File: src/rtl/core/dur_pkg.sv
// ----------------------------------------------------------------------------
// dur_pkg: shared types and constants for the dual ultrasonic ranger
// Payload structs, phase encoding, register indexes and the mm conversion.
// ----------------------------------------------------------------------------
package dur_pkg;

   localparam int CSR_INDEX_BITS = 1;
   localparam int CSR_DATA_BITS  = 16;

   localparam logic [CSR_INDEX_BITS-1:0] CSR_TIMEOUT_US = 1'd0;
   localparam logic [CSR_INDEX_BITS-1:0] CSR_TRIGGER_US = 1'd1;

   localparam logic [15:0] TIMEOUT_RESET = 16'd6000;
   localparam logic [7:0]  TRIGGER_RESET = 8'd12;
   localparam logic [15:0] NO_DIST       = 16'hFFFF;

   // Widest tick counter supported; distance math is sized for it.
   localparam int MAX_COUNT_BITS = 24;
   localparam int SCALED_BITS    = MAX_COUNT_BITS + 5;
   localparam logic [4:0] SOUND_MUL = 5'd17;
   // floor(x/100) == (x * RECIP_100) >> RECIP_SHIFT for all x below 2**29
   localparam int RECIP_SHIFT = 35;
   localparam logic [28:0] RECIP_100 = 29'd343597384;

   typedef enum logic [1:0] {
      PH_IDLE = 2'd0,
      PH_TRIG = 2'd1,
      PH_RISE = 2'd2,
      PH_HIGH = 2'd3
   } phase_type;

   typedef struct packed {
      logic req_type;
      logic echo_front;
      logic echo_rear;
   } tick_type;

   typedef struct packed {
      logic        trig_front;
      logic        trig_rear;
      logic        busy_res;
      logic        done_res;
      logic        done_sensor;
      logic [15:0] done_distance;
      logic        timed_out;
      logic [15:0] front_distance;
      logic [15:0] rear_distance;
   } result_type;

   // Echo time in microseconds to millimetres: floor(us * 17 / 100).
   function automatic logic [15:0] us_to_mm(input logic [MAX_COUNT_BITS-1:0] us);
      logic [SCALED_BITS-1:0]   scaled;
      logic [2*SCALED_BITS-1:0] product;
      logic [SCALED_BITS-1:0]   quotient;
      scaled   = SCALED_BITS'(us) * SCALED_BITS'(SOUND_MUL);
      product  = (2*SCALED_BITS)'(scaled) * (2*SCALED_BITS)'(RECIP_100);
      quotient = SCALED_BITS'(product >> RECIP_SHIFT);
      return quotient[15:0];
   endfunction

endpackage

File: src/rtl/core/dur_if.sv
// ----------------------------------------------------------------------------
// dur_if: request and response channels of the dual ultrasonic ranger
// Valid/ready channels; a transfer happens when valid and ready are both high.
// ----------------------------------------------------------------------------
interface dur_req_if;
   logic valid;
   logic ready;
   logic req_type;
   logic echo_front;
   logic echo_rear;

   modport source (output valid, output req_type, output echo_front,
                   output echo_rear, input ready);
   modport sink   (input valid, input req_type, input echo_front,
                   input echo_rear, output ready);
endinterface

interface dur_rsp_if;
   logic        valid;
   logic        ready;
   logic        trig_front;
   logic        trig_rear;
   logic        busy_res;
   logic        done_res;
   logic        done_sensor;
   logic [15:0] done_distance;
   logic        timed_out;
   logic [15:0] front_distance;
   logic [15:0] rear_distance;

   modport source (output valid, output trig_front, output trig_rear,
                   output busy_res, output done_res, output done_sensor,
                   output done_distance, output timed_out,
                   output front_distance, output rear_distance, input ready);
   modport sink   (input valid, input trig_front, input trig_rear,
                   input busy_res, input done_res, input done_sensor,
                   input done_distance, input timed_out,
                   input front_distance, input rear_distance, output ready);
endinterface

File: src/rtl/core/dual_ultrasonic_ranger_core.sv
// ----------------------------------------------------------------------------
// dual_ultrasonic_ranger_core: two-sensor ultrasonic ranging sequencer
// Each request is one microsecond tick carrying both sampled echo levels and
// an optional start flag. The core pulses the front and rear triggers in turn,
// times the echo and reports distance in mm (65535 on timeout).
//
// Channels: req_chan takes one tick per request; rsp_chan returns exactly one
// response per request with trigger levels, busy, completion info and the
// held front/rear distances. csr_we/csr_index/csr_wdata write timeout_us
// (index 0) and trigger_us (index 1); write only while the core is idle.
//
// A request passes through an input register, then the phase/count update
// and mm conversion into the response register. While responses are taken,
// one request is accepted every cycle; the mm conversion multiplier sits in
// that single stage. When rsp_chan stalls the response holds, the input
// register keeps one more request, and req_chan.ready then drops until the
// response is taken. Reset clears the valid flags of both registers, returns
// to idle with the front sensor next, and sets both held distances to 65535.
// ----------------------------------------------------------------------------
module dual_ultrasonic_ranger_core #(
   parameter int COUNTER_BITS = 16
) (
   input  logic                               clock,
   input  logic                               reset,
   dur_req_if.sink                            req_chan,
   dur_rsp_if.source                          rsp_chan,
   input  logic                               csr_we,
   input  logic [dur_pkg::CSR_INDEX_BITS-1:0] csr_index,
   input  logic [dur_pkg::CSR_DATA_BITS-1:0]  csr_wdata
);

   logic              tick_valid;
   logic              tick_take;
   dur_pkg::tick_type tick;

   dur_in_stage u_in_stage (
      .clock      (clock),
      .reset      (reset),
      .req_chan   (req_chan),
      .tick_valid (tick_valid),
      .tick       (tick),
      .tick_take  (tick_take)
   );

   dur_step #(
      .COUNTER_BITS (COUNTER_BITS)
   ) u_step (
      .clock      (clock),
      .reset      (reset),
      .tick_valid (tick_valid),
      .tick       (tick),
      .tick_take  (tick_take),
      .csr_we     (csr_we),
      .csr_index  (csr_index),
      .csr_wdata  (csr_wdata),
      .rsp_chan   (rsp_chan)
   );

endmodule

File: src/rtl/core/dur_in_stage.sv
// ----------------------------------------------------------------------------
// dur_in_stage: request input register
// Captures one tick request; refills in the same cycle it is drained.
// ----------------------------------------------------------------------------
module dur_in_stage (
   input  logic               clock,
   input  logic               reset,
   dur_req_if.sink            req_chan,
   output logic               tick_valid,
   output dur_pkg::tick_type  tick,
   input  logic               tick_take
);

   logic              valid_ff;
   dur_pkg::tick_type tick_ff;

   assign req_chan.ready = !valid_ff || tick_take;
   assign tick_valid     = valid_ff;
   assign tick           = tick_ff;

   always_ff @(posedge clock) begin
      if (reset) begin
         valid_ff <= 1'b0;
      end else if (req_chan.ready) begin
         valid_ff <= req_chan.valid;
      end
   end

   always_ff @(posedge clock) begin
      if (req_chan.valid && req_chan.ready) begin
         tick_ff.req_type   <= req_chan.req_type;
         tick_ff.echo_front <= req_chan.echo_front;
         tick_ff.echo_rear  <= req_chan.echo_rear;
      end
   end

endmodule

File: src/rtl/core/dur_step.sv
// ----------------------------------------------------------------------------
// dur_step: ranging sequencer and response register
// Advances trigger / echo-wait / echo-time phases by one tick per request.
// ----------------------------------------------------------------------------
module dur_step #(
   parameter int COUNTER_BITS = 16
) (
   input  logic                               clock,
   input  logic                               reset,
   input  logic                               tick_valid,
   input  dur_pkg::tick_type                  tick,
   output logic                               tick_take,
   input  logic                               csr_we,
   input  logic [dur_pkg::CSR_INDEX_BITS-1:0] csr_index,
   input  logic [dur_pkg::CSR_DATA_BITS-1:0]  csr_wdata,
   dur_rsp_if.source                          rsp_chan
);

   localparam int CMP_BITS = (COUNTER_BITS > 16) ? COUNTER_BITS : 16;
   localparam logic [COUNTER_BITS-1:0] CNT_MAX = {COUNTER_BITS{1'b1}};

   logic [15:0]             timeout_ff;
   logic [7:0]              trigger_ff;
   dur_pkg::phase_type      phase_ff, phase_in;
   logic [COUNTER_BITS-1:0] count_ff, count_in;
   logic                    sensor_ff, sensor_in;
   logic [15:0]             front_ff, front_in;
   logic [15:0]             rear_ff, rear_in;
   dur_pkg::result_type     rsp_ff, rsp_in;
   logic                    rsp_valid_ff;

   logic                    echo;
   logic                    trig;
   logic                    finish;
   logic                    tout;
   logic [15:0]             done_mm;
   logic [COUNTER_BITS-1:0] bump_base;
   logic [COUNTER_BITS-1:0] bumped;
   logic                    bump_expired;
   logic [15:0]             echo_mm;

   assign tick_take = tick_valid && (!rsp_valid_ff || rsp_chan.ready);

   assign echo    = sensor_ff ? tick.echo_rear : tick.echo_front;
   assign echo_mm = dur_pkg::us_to_mm(dur_pkg::MAX_COUNT_BITS'(count_ff));

   // Saturating count; a rising echo restarts it from zero.
   always_comb begin
      bump_base    = (phase_ff == dur_pkg::PH_RISE && echo) ? '0 : count_ff;
      bumped       = (bump_base == CNT_MAX) ? bump_base : bump_base + 1'b1;
      bump_expired = (CMP_BITS'(bumped) >= CMP_BITS'(timeout_ff)) || (bumped == CNT_MAX);
   end

   always_comb begin
      phase_in = phase_ff;
      count_in = count_ff;
      trig     = 1'b0;
      finish   = 1'b0;
      tout     = 1'b0;
      done_mm  = '0;
      case (phase_ff)
         dur_pkg::PH_IDLE: begin
            if (tick.req_type) begin
               phase_in = dur_pkg::PH_TRIG;
               count_in = COUNTER_BITS'(1);
               trig     = 1'b1;
            end
         end
         dur_pkg::PH_TRIG: begin
            if (count_ff >= COUNTER_BITS'(trigger_ff)) begin
               phase_in = dur_pkg::PH_RISE;
               count_in = '0;
            end else begin
               count_in = count_ff + 1'b1;
               trig     = 1'b1;
            end
         end
         dur_pkg::PH_RISE: begin
            if (echo) begin
               phase_in = dur_pkg::PH_HIGH;
            end
            count_in = bumped;
            if (bump_expired) begin
               finish = 1'b1;
               tout   = 1'b1;
            end
         end
         dur_pkg::PH_HIGH: begin
            if (!echo) begin
               finish  = 1'b1;
               done_mm = echo_mm;
            end else begin
               count_in = bumped;
               if (bump_expired) begin
                  finish = 1'b1;
                  tout   = 1'b1;
               end
            end
         end
         default: begin
            phase_in = dur_pkg::PH_IDLE;
         end
      endcase

      sensor_in = sensor_ff;
      front_in  = front_ff;
      rear_in   = rear_ff;
      if (tout) begin
         done_mm = dur_pkg::NO_DIST;
      end
      if (finish) begin
         if (sensor_ff) begin
            rear_in = done_mm;
         end else begin
            front_in = done_mm;
         end
         sensor_in = !sensor_ff;
         phase_in  = dur_pkg::PH_IDLE;
         count_in  = '0;
      end

      rsp_in.trig_front     = trig && !sensor_in;
      rsp_in.trig_rear      = trig && sensor_in;
      rsp_in.busy_res       = (phase_in != dur_pkg::PH_IDLE);
      rsp_in.done_res       = finish;
      rsp_in.done_sensor    = finish && sensor_ff;
      rsp_in.done_distance  = done_mm;
      rsp_in.timed_out      = tout;
      rsp_in.front_distance = front_in;
      rsp_in.rear_distance  = rear_in;
   end

   always_ff @(posedge clock) begin
      if (reset) begin
         timeout_ff <= dur_pkg::TIMEOUT_RESET;
         trigger_ff <= dur_pkg::TRIGGER_RESET;
      end else if (csr_we) begin
         case (csr_index)
            dur_pkg::CSR_TIMEOUT_US: timeout_ff <= csr_wdata;
            dur_pkg::CSR_TRIGGER_US: trigger_ff <= csr_wdata[7:0];
            default: ;
         endcase
      end
   end

   always_ff @(posedge clock) begin
      if (reset) begin
         phase_ff     <= dur_pkg::PH_IDLE;
         count_ff     <= '0;
         sensor_ff    <= 1'b0;
         front_ff     <= dur_pkg::NO_DIST;
         rear_ff      <= dur_pkg::NO_DIST;
         rsp_valid_ff <= 1'b0;
      end else begin
         if (tick_take) begin
            phase_ff  <= phase_in;
            count_ff  <= count_in;
            sensor_ff <= sensor_in;
            front_ff  <= front_in;
            rear_ff   <= rear_in;
         end
         if (tick_take) begin
            rsp_valid_ff <= 1'b1;
         end else if (rsp_chan.ready) begin
            rsp_valid_ff <= 1'b0;
         end
      end
   end

   // Hold the response until taken.
   always_ff @(posedge clock) begin
      if (tick_take) begin
         rsp_ff <= rsp_in;
      end
   end

   assign rsp_chan.valid          = rsp_valid_ff;
   assign rsp_chan.trig_front     = rsp_ff.trig_front;
   assign rsp_chan.trig_rear      = rsp_ff.trig_rear;
   assign rsp_chan.busy_res       = rsp_ff.busy_res;
   assign rsp_chan.done_res       = rsp_ff.done_res;
   assign rsp_chan.done_sensor    = rsp_ff.done_sensor;
   assign rsp_chan.done_distance  = rsp_ff.done_distance;
   assign rsp_chan.timed_out      = rsp_ff.timed_out;
   assign rsp_chan.front_distance = rsp_ff.front_distance;
   assign rsp_chan.rear_distance  = rsp_ff.rear_distance;

endmodule

File: src/flat_wrapper.sv
// flat-port wrapper written by rule: the top's interface ports become plain ports
module dual_ultrasonic_ranger_core_flat 
#(
   parameter int COUNTER_BITS = 16
)
  (clock, reset, csr_we, csr_index, csr_wdata, req_chan_valid, req_chan_req_type, req_chan_echo_front, req_chan_echo_rear, req_chan_ready, rsp_chan_valid, rsp_chan_trig_front, rsp_chan_trig_rear, rsp_chan_busy_res, rsp_chan_done_res, rsp_chan_done_sensor, rsp_chan_done_distance, rsp_chan_timed_out, rsp_chan_front_distance, rsp_chan_rear_distance, rsp_chan_ready);
  dur_req_if req_chan_i ();
  dur_rsp_if rsp_chan_i ();
  input  logic clock;
  input  logic reset;
  input  logic csr_we;
  input  logic [dur_pkg::CSR_INDEX_BITS-1:0] csr_index;
  input  logic [dur_pkg::CSR_DATA_BITS-1:0] csr_wdata;
  input wire logic [$bits(req_chan_i.valid)-1:0] req_chan_valid;
  input wire logic [$bits(req_chan_i.req_type)-1:0] req_chan_req_type;
  input wire logic [$bits(req_chan_i.echo_front)-1:0] req_chan_echo_front;
  input wire logic [$bits(req_chan_i.echo_rear)-1:0] req_chan_echo_rear;
  output wire logic [$bits(req_chan_i.ready)-1:0] req_chan_ready;
  output wire logic [$bits(rsp_chan_i.valid)-1:0] rsp_chan_valid;
  output wire logic [$bits(rsp_chan_i.trig_front)-1:0] rsp_chan_trig_front;
  output wire logic [$bits(rsp_chan_i.trig_rear)-1:0] rsp_chan_trig_rear;
  output wire logic [$bits(rsp_chan_i.busy_res)-1:0] rsp_chan_busy_res;
  output wire logic [$bits(rsp_chan_i.done_res)-1:0] rsp_chan_done_res;
  output wire logic [$bits(rsp_chan_i.done_sensor)-1:0] rsp_chan_done_sensor;
  output wire logic [$bits(rsp_chan_i.done_distance)-1:0] rsp_chan_done_distance;
  output wire logic [$bits(rsp_chan_i.timed_out)-1:0] rsp_chan_timed_out;
  output wire logic [$bits(rsp_chan_i.front_distance)-1:0] rsp_chan_front_distance;
  output wire logic [$bits(rsp_chan_i.rear_distance)-1:0] rsp_chan_rear_distance;
  input wire logic [$bits(rsp_chan_i.ready)-1:0] rsp_chan_ready;
  assign req_chan_i.valid = req_chan_valid;
  assign req_chan_i.req_type = req_chan_req_type;
  assign req_chan_i.echo_front = req_chan_echo_front;
  assign req_chan_i.echo_rear = req_chan_echo_rear;
  assign req_chan_ready = req_chan_i.ready;
  assign rsp_chan_valid = rsp_chan_i.valid;
  assign rsp_chan_trig_front = rsp_chan_i.trig_front;
  assign rsp_chan_trig_rear = rsp_chan_i.trig_rear;
  assign rsp_chan_busy_res = rsp_chan_i.busy_res;
  assign rsp_chan_done_res = rsp_chan_i.done_res;
  assign rsp_chan_done_sensor = rsp_chan_i.done_sensor;
  assign rsp_chan_done_distance = rsp_chan_i.done_distance;
  assign rsp_chan_timed_out = rsp_chan_i.timed_out;
  assign rsp_chan_front_distance = rsp_chan_i.front_distance;
  assign rsp_chan_rear_distance = rsp_chan_i.rear_distance;
  assign rsp_chan_i.ready = rsp_chan_ready;
  dual_ultrasonic_ranger_core #(.COUNTER_BITS(COUNTER_BITS)) u_core (.clock(clock), .reset(reset), .req_chan(req_chan_i), .rsp_chan(rsp_chan_i), .csr_we(csr_we), .csr_index(csr_index), .csr_wdata(csr_wdata));
endmodule
File: config.mk
export PLATFORM = sky130hd
export DESIGN_NAME = dual_ultrasonic_ranger_core_flat
export DESIGN_NICKNAME = d
export VERILOG_FILES = /design/src/rtl/core/dur_pkg.sv /design/src/rtl/core/dur_if.sv /design/src/rtl/core/dual_ultrasonic_ranger_core.sv /design/src/rtl/core/dur_in_stage.sv /design/src/rtl/core/dur_step.sv /design/src/flat_wrapper.sv
export SDC_FILE = /design/constraint.sdc
export NUM_CORES = 1
export LEC_CHECK = 0
export BUFFER_PORTS_ARGS = -buffer_cell sky130_fd_sc_hd__buf_4
export CORE_MARGIN = 2
export CORE_UTILIZATION = 43
export CTS_CLUSTER_SIZE = 24
export DETAILED_ROUTE_END_ITERATION = 7
export PLACE_DENSITY = 0.7
export SLEW_MARGIN = 10
export SYNTH_ARGS = -nofsm -noshare
export SYNTH_HDL_FRONTEND = slang
export SYNTH_HIERARCHICAL = 1
export SYNTH_SLANG_ARGS = --single-unit
File: constraint.sdc
create_clock -name clock -period 10.4 [get_ports clock]
set_input_delay 1.56 -clock clock [delete_from_list [all_inputs] [get_ports clock]]
set_output_delay 1.56 -clock clock [all_outputs]
set_load 0.03 [all_outputs]
Word-level counts from Yosys, hierarchy flattened
Cells that the tools add are included.
{"block": "classes", "addsub": 2, "mul": 2, "magnitude_cmp": 2, "n_eq_ne": 7, "muxes": 31, "bitwise": 1, "n_reduce_logical": 19}
{"cell": "16-bit two-way mux", "n": 11}
{"cell": "16-bit one-hot mux with 4 select lines", "n": 1}
{"cell": "21-bit by 26-bit multiplier with 47-bit output, second input constant", "n": 1}
{"cell": "16-bit by 1-bit adder with 16-bit output, second input constant", "n": 2}
{"cell": "16-bit == test, second input constant", "n": 2}
{"cell": "15-bit two-way mux", "n": 2}
{"cell": "16-bit by 5-bit multiplier with 21-bit output, second input constant", "n": 1}
{"cell": "16-bit >= comparator", "n": 1}
{"cell": "16-bit by 8-bit >= comparator with 1-bit output", "n": 1}
{"cell": "1-bit two-way mux", "n": 9}
{"cell": "2-bit two-way mux", "n": 4}
{"cell": "1-bit logical AND", "n": 6}
{"cell": "1-bit one-hot mux with 2 select lines", "n": 3}
{"cell": "2-bit one-hot mux with 3 select lines", "n": 1}
{"cell": "2-bit == test, second input constant", "n": 2}
{"cell": "1-bit zero test", "n": 4}
{"cell": "2-bit AND reduction", "n": 2}
{"cell": "2-bit nonzero test", "n": 2}
{"cell": "1-bit logical OR", "n": 3}
{"cell": "3-bit by 2-bit != test with 1-bit output, second input constant", "n": 1}
{"cell": "3-bit != test, second input constant", "n": 1}
{"cell": "3-bit AND reduction", "n": 1}
{"cell": "2-bit by 1-bit == test with 1-bit output, second input constant", "n": 1}
{"cell": "2-bit zero test", "n": 1}
{"cell": "1-bit NOT", "n": 1}
{"block": "totals", "register_bits": 134, "inputBits": 25, "out_inout_bits": 56, "elab_cells": 85}

Longest topological paths before layout
{"block": "depth", "depth_word": 13, "depth_mapped": 35, "mapped_depth_nobuf": 35}

By module
Netlist, hierarchy kept.
{"module": "dur_step", "instances": 1, "cells_each": 1602, "area_each_um2": 15506.1, "seq_area_each_um2": 3113.0}
{"module": "dur_in_stage", "instances": 1, "cells_each": 8, "area_each_um2": 145.1, "seq_area_each_um2": 110.1}

Least setup slack after synthesis
OpenSTA, ideal clock, no wires.
{"block": "synth_path", "kind": "register to register", "start": "reg u_core.u_step.count_ff[1]", "end": "reg u_core.u_step.rsp_ff, in the netlist u_core/u_step/rsp_chan.front_distance[7] (data pin)", "setup_time_ns": 0.260, "t_arrival_ns": 9.004, "required_time_ns": 10.140, "setup_slack_ns": 1.136, "path_stages_with_launch": 32, "path_buffers": 0, "synth_period_minus_slack_ns": 9.264, "cell_sequence": "dfxtp_1 > ha_1 > ha_1 > fa_1 > a21o_1 > a21oi_1 > nor2_1 > o21a_1 > o211a_1 > o21ai_0 > a2111oi_0 > xor2_1 > inv_1 > fa_1 > fa_1 > inv_1 > fa_1 > fa_1 > fa_1 > fa_1 > ha_1 > ha_1 > nand3_1 > nor2_1 > nor4_1 > a21oi_1 > or2_2 > or3_1 > a211o_1 > a31oi_1 > inv_1 > mux2_2"}
{"block": "synth_via", "elab_chain_cells": 11, "word_cells_on_any_way": 19, "classes_between": "1 x add/sub; 2 x mul; 1 x order compare; 2 x eq/ne; 12 x mux; 1 x reduce/logical"}
{"item": "start, declared", "line": "dur_step.sv:25", "text": "logic [COUNTER_BITS-1:0] count_ff, count_in;"}
{"item": "start signal, assigned", "line": "dur_step.sv:157", "text": "count_ff <= count_in;"}
{"item": "branches (longest 8 deep; another with 21-bit by 26-bit multiplier with 47-bit output)"}
{"item": "16-bit two-way mux *", "line": "dur_step.sv:108", "text": "if (tout) begin"}
{"item": "net u_core.u_step.done_mm[7]", "line": "dur_step.sv:36", "text": "logic [15:0] done_mm;"}
{"item": "16-bit two-way mux *", "line": "dur_step.sv:112", "text": "if (sensor_ff) begin"}
{"item": "16-bit two-way mux *", "line": "dur_step.sv:111", "text": "if (finish) begin"}
{"item": "net u_core.u_step.front_in[7]", "line": "dur_step.sv:27", "text": "logic [15:0] front_ff, front_in;"}
{"item": "end signal, assigned", "line": "dur_step.sv:173", "text": "rsp_ff <= rsp_in;"}
{"item": "end, declared", "line": "dur_step.sv:29", "text": "dur_pkg::result_type rsp_ff, rsp_in;"}
Mark *: on every way through the listed nets, which the timed path passes.
A chain may end at the register's enable or synchronous reset.

Worst setup path in the final report
{"block": "layout_path", "start": "reg u_core.u_step.count_ff[5]", "end": "reg u_core.u_step.rsp_ff, in the netlist u_core/u_step/rsp_chan.front_distance[7] (data pin)"}
Same word-level chain as after synthesis.

==> run summary <==
Outcome -> finished, final reports clean
Clock sink count -> 133
Site Rows -> 69
CTS Buf Count -> 17
Worst skew pair latency -> 410 ps
Core ar. -> 35700 um^2
RSZ-0062 raised after global routing -> no
Root Buffer -> clkbuf_16
CP Launch Type -> register
Final Setup Violations -> 0
Total nets after synthesis -> 2075
# port buffers -> 80
Slew Viols, Final -> 0
Commonest non-fill, non-tap cell in the layout -> inv_1
CTS tree -> yes
Worst R2R End -> u_core/u_step/rsp_chan.front_distance[7]$_DFFE_PP_
Worst vdd ir -> 0.000100 V
Leak pwr -> 9.18 nW
DRT Wirelength -> 40600 um
Area Overhead vs Synth -> 11.6%
Antenna cells -> 0
Pre-CTS setup slack -> 722 ps
H-tree levels -> 4
Final hold violation count -> 0
Ys async rst share -> 0%
Io pins -> 81
Period utilization -> 93.7%
Most frequent cells in the layout -> inv_1 (320), ha_1 (269), fa_1 (171), buf_4 (109), nand2_1 (105)
CTS resizes -> 0
ANT nets after route -> 0
Fmax -> 103 MHz
Vias in the first global route -> 12372
Yosys warnings -> 6
Setup WS post-layout -> 658 ps
DR vias -> 11928
First-pass GRT wire length -> 65700 um
Clock buffer depth -> 2
Reg2reg start -> u_core/u_step/count_ff[5]$_SDFFE_PP0P_
Clk pin slew, worst setup/hold paths -> 60 ps
Die Span Y -> 195 um
Power per Cell Area -> 77.0 nW/um^2
Post-layout power -> 1.34 mW
Drt pass-1 iters -> 6
Post-synth cell types -> 80
Largest net degree at the start of global routing -> 61
Initial DRC count -> 1117
CP endpoint kind -> register
Die width -> 195 um
Antenna violations before repair -> 0
CP Max Fanout -> 12
Gpl congestion -> 0.972
Worst-Margin Slew -> 1270 ps
Final Skew -> 9.39 ps
Routed vias/inst -> 5.50
Max-cap violations -> 0
Initial Utilization -> 43.8%
Setup bufs post-CTS -> 0
Synthesized area -> 15700 um^2
Fillcell total -> 3345
Avg Inst Size Synth -> 9.72 um^2
Hpwl dp -> 33600 um
Post-synthesis cell count -> 1610
Top FF cell, synth -> dfxtp_1
Largest stage delay, worst path -> 540 ps
Avg WL per Cell -> 18.7 um
Relative slew margins -> 14.5%
Hold Path End -> u_core/u_step/timeout_ff[11]$_SDFFE_PP0P_
Crit path max-delay cell type -> fa_1
Total GRT Usage -> 21.9%
Multi-input logic area -> 11000 um^2
Type of the worst setup path -> reg -> reg
Grt ovf -> 0
# hold bufs at CTS -> 0
Die area -> 37900 um^2
Cell count of the worst hold path -> 2
Fin nets -> 2159
Post-route setup TNS -> 0 ps
DRC -> 0
Worst Hold Class -> reg -> reg
Post-layout min period -> 9740 ps
Yosys reg bits -> 133
FF+latch area -> 3220 um^2
R2R setup slack -> 660 ps
Hold Crit Start -> u_core/u_step/timeout_ff[11]$_SDFFE_PP0P_
Depth of the worst register-to-register path -> 30
Sequential area share after synthesis -> 20.6%
WP data arrival -> 9910 ps
Worst endpoint required time -> 10570 ps
Post-synth EDFFs -> 56
Layout cells sized above 1 -> 10.7%
## critical path, delay by kind of cell (launching register included)
kind,cells,cell delay (ps)
simple gates,8,2270
xor+xnor,1,180
fa+ha+maj,10,4310
mux,1,270
buf+inv,4,450
compound gates,6,1720
flops,1,310
## registers in the layout, indices dropped and copies added (netlist names), 2 cells and up
| name | cells |
|---|---|
| u_core/u_in_stage/tick | 3 |
| u_core/u_step/phase_ff | 2 |
| u_core/u_step/count_ff | 16 |
| u_core/u_step/rsp_chan.done_distance | 16 |
| u_core/u_step/rsp_chan.front_distance | 16 |
| u_core/u_step/trigger_ff | 8 |
| u_core/u_step/front_ff | 16 |
| u_core/u_step/rear_ff | 16 |
| u_core/u_step/rsp_chan.rear_distance | 16 |
| u_core/u_step/timeout_ff | 16 |
## Yosys cell counts (4+ instances only)
library cell	n	area, um^2
fa_1	171	3420
a22o_1	8	70.1
nand2b_1	6	37.5
ha_1	269	3370
clkbuf_1	29	109
o211ai_1	17	128
inv_1	320	1200
o21ai_0	36	180
nor2b_1	9	56.3
nor2_1	70	263
xor2_1	16	140
mux2_1	4	45.0
and2_1	4	25.0
nand4_1	14	87.6
xnor2_1	23	201
or2_2	6	37.5
buf_2	9	45.0
o211a_1	4	40.0
and3_1	13	81.3
mux2_2	19	214
a22oi_1	13	97.6
a2bb2oi_1	10	87.6
a21oi_1	71	355
nor4_1	7	43.8
o31ai_1	4	30.0
a211oi_1	12	90.1
dfxtp_1	77	1540
o22ai_1	4	25.0
nand3_1	19	95.1
o21a_1	8	60.1
o21bai_1	4	30.0
o2111ai_1	4	35.0
mux2i_1	16	160
and4_1	4	35.0
nor3_1	30	150
or3_1	9	56.3
a211o_1	6	52.6
a21o_1	22	165
edfxtp_1	56	1680
nand2_1	105	394
a31oi_1	16	100
or4_1	7	52.6
## final cells by class
type,count,area share [%]
clock inverter,14,1.07
tap,461,3.30
sequential,133,18.5
inverter,323,6.94
clock buffer,18,2.46
multi-input combinational,1110,63.1
timing repair buffer,109,4.69
## worst max-delay path by stage
stage                                            from                                                  to  depth (start not counted)
3_5_place_dp   u_core/u_step/count_ff[1]$_SDFFE_PP0P_  u_core/u_step/rsp_chan.front_distance[7]$_DFFE_PP_                         31
3_3_place_gp   u_core/u_step/count_ff[1]$_SDFFE_PP0P_  u_core/u_step/rsp_chan.front_distance[7]$_DFFE_PP_                         31
2_1_floorplan  u_core/u_step/count_ff[1]$_SDFFE_PP0P_  u_core/u_step/rsp_chan.front_distance[7]$_DFFE_PP_                         31
4_1_cts        u_core/u_step/count_ff[1]$_SDFFE_PP0P_  u_core/u_step/rsp_chan.front_distance[7]$_DFFE_PP_                         31
5_1_grt        u_core/u_step/count_ff[1]$_SDFFE_PP0P_  u_core/u_step/rsp_chan.front_distance[7]$_DFFE_PP_                         31
6_report       u_core/u_step/count_ff[5]$_SDFFE_PP0P_  u_core/u_step/rsp_chan.front_distance[7]$_DFFE_PP_                         30
## cell families (layout without fill, tap and decap cells)
logic type,count (synthesis),after routing,synth area share [%]
mux,39,39,2.68
compound gates,270,270,11.7
fa+ha+maj,440,440,43.4
flops,133,133,20.6
xor+xnor,39,39,2.18
buf+inv,367,464,9.02
simple gates,322,322,10.4
## power breakdown
group	internal [mW]	leakage (nW)	total, mW	switching (mW)
logic	0.0535	7.83	0.147	0.0939
registers	0.556	1.06	0.561	0.00573
clock network	0.385	0.293	0.635	0.250
## stage by stage
step / hold slack [ps] / instance area (um^2) / std cells / utilization [%]
floorplan: 436 / 15700 / 1610 / -
global placement: 446 / 16800 / 2136 / 47.1
detailed placement: 448 / 16800 / 2136 / 47.1
CTS: 456 / 17500 / 2168 / 48.9
global route: 481 / 17500 / 2168 / 48.9
finish: 456 / 17500 / 2168 / 48.9
## per-layer routing
metal / part of all wire, % / up-vias / wire, um / GRT usage [%]
li1: - / 5635 / - / -
met3: 5.6 / 66 / 2290 / 2.26
met4: 2.9 / 0 / 1180 / 7.01
met1: 43 / 5836 / 17600 / 29.4
met2: 48 / 391 / 19500 / 37.4
met5: 0 / - / 0 / 0
No activity file was read; power rests on OpenSTA's default activity.
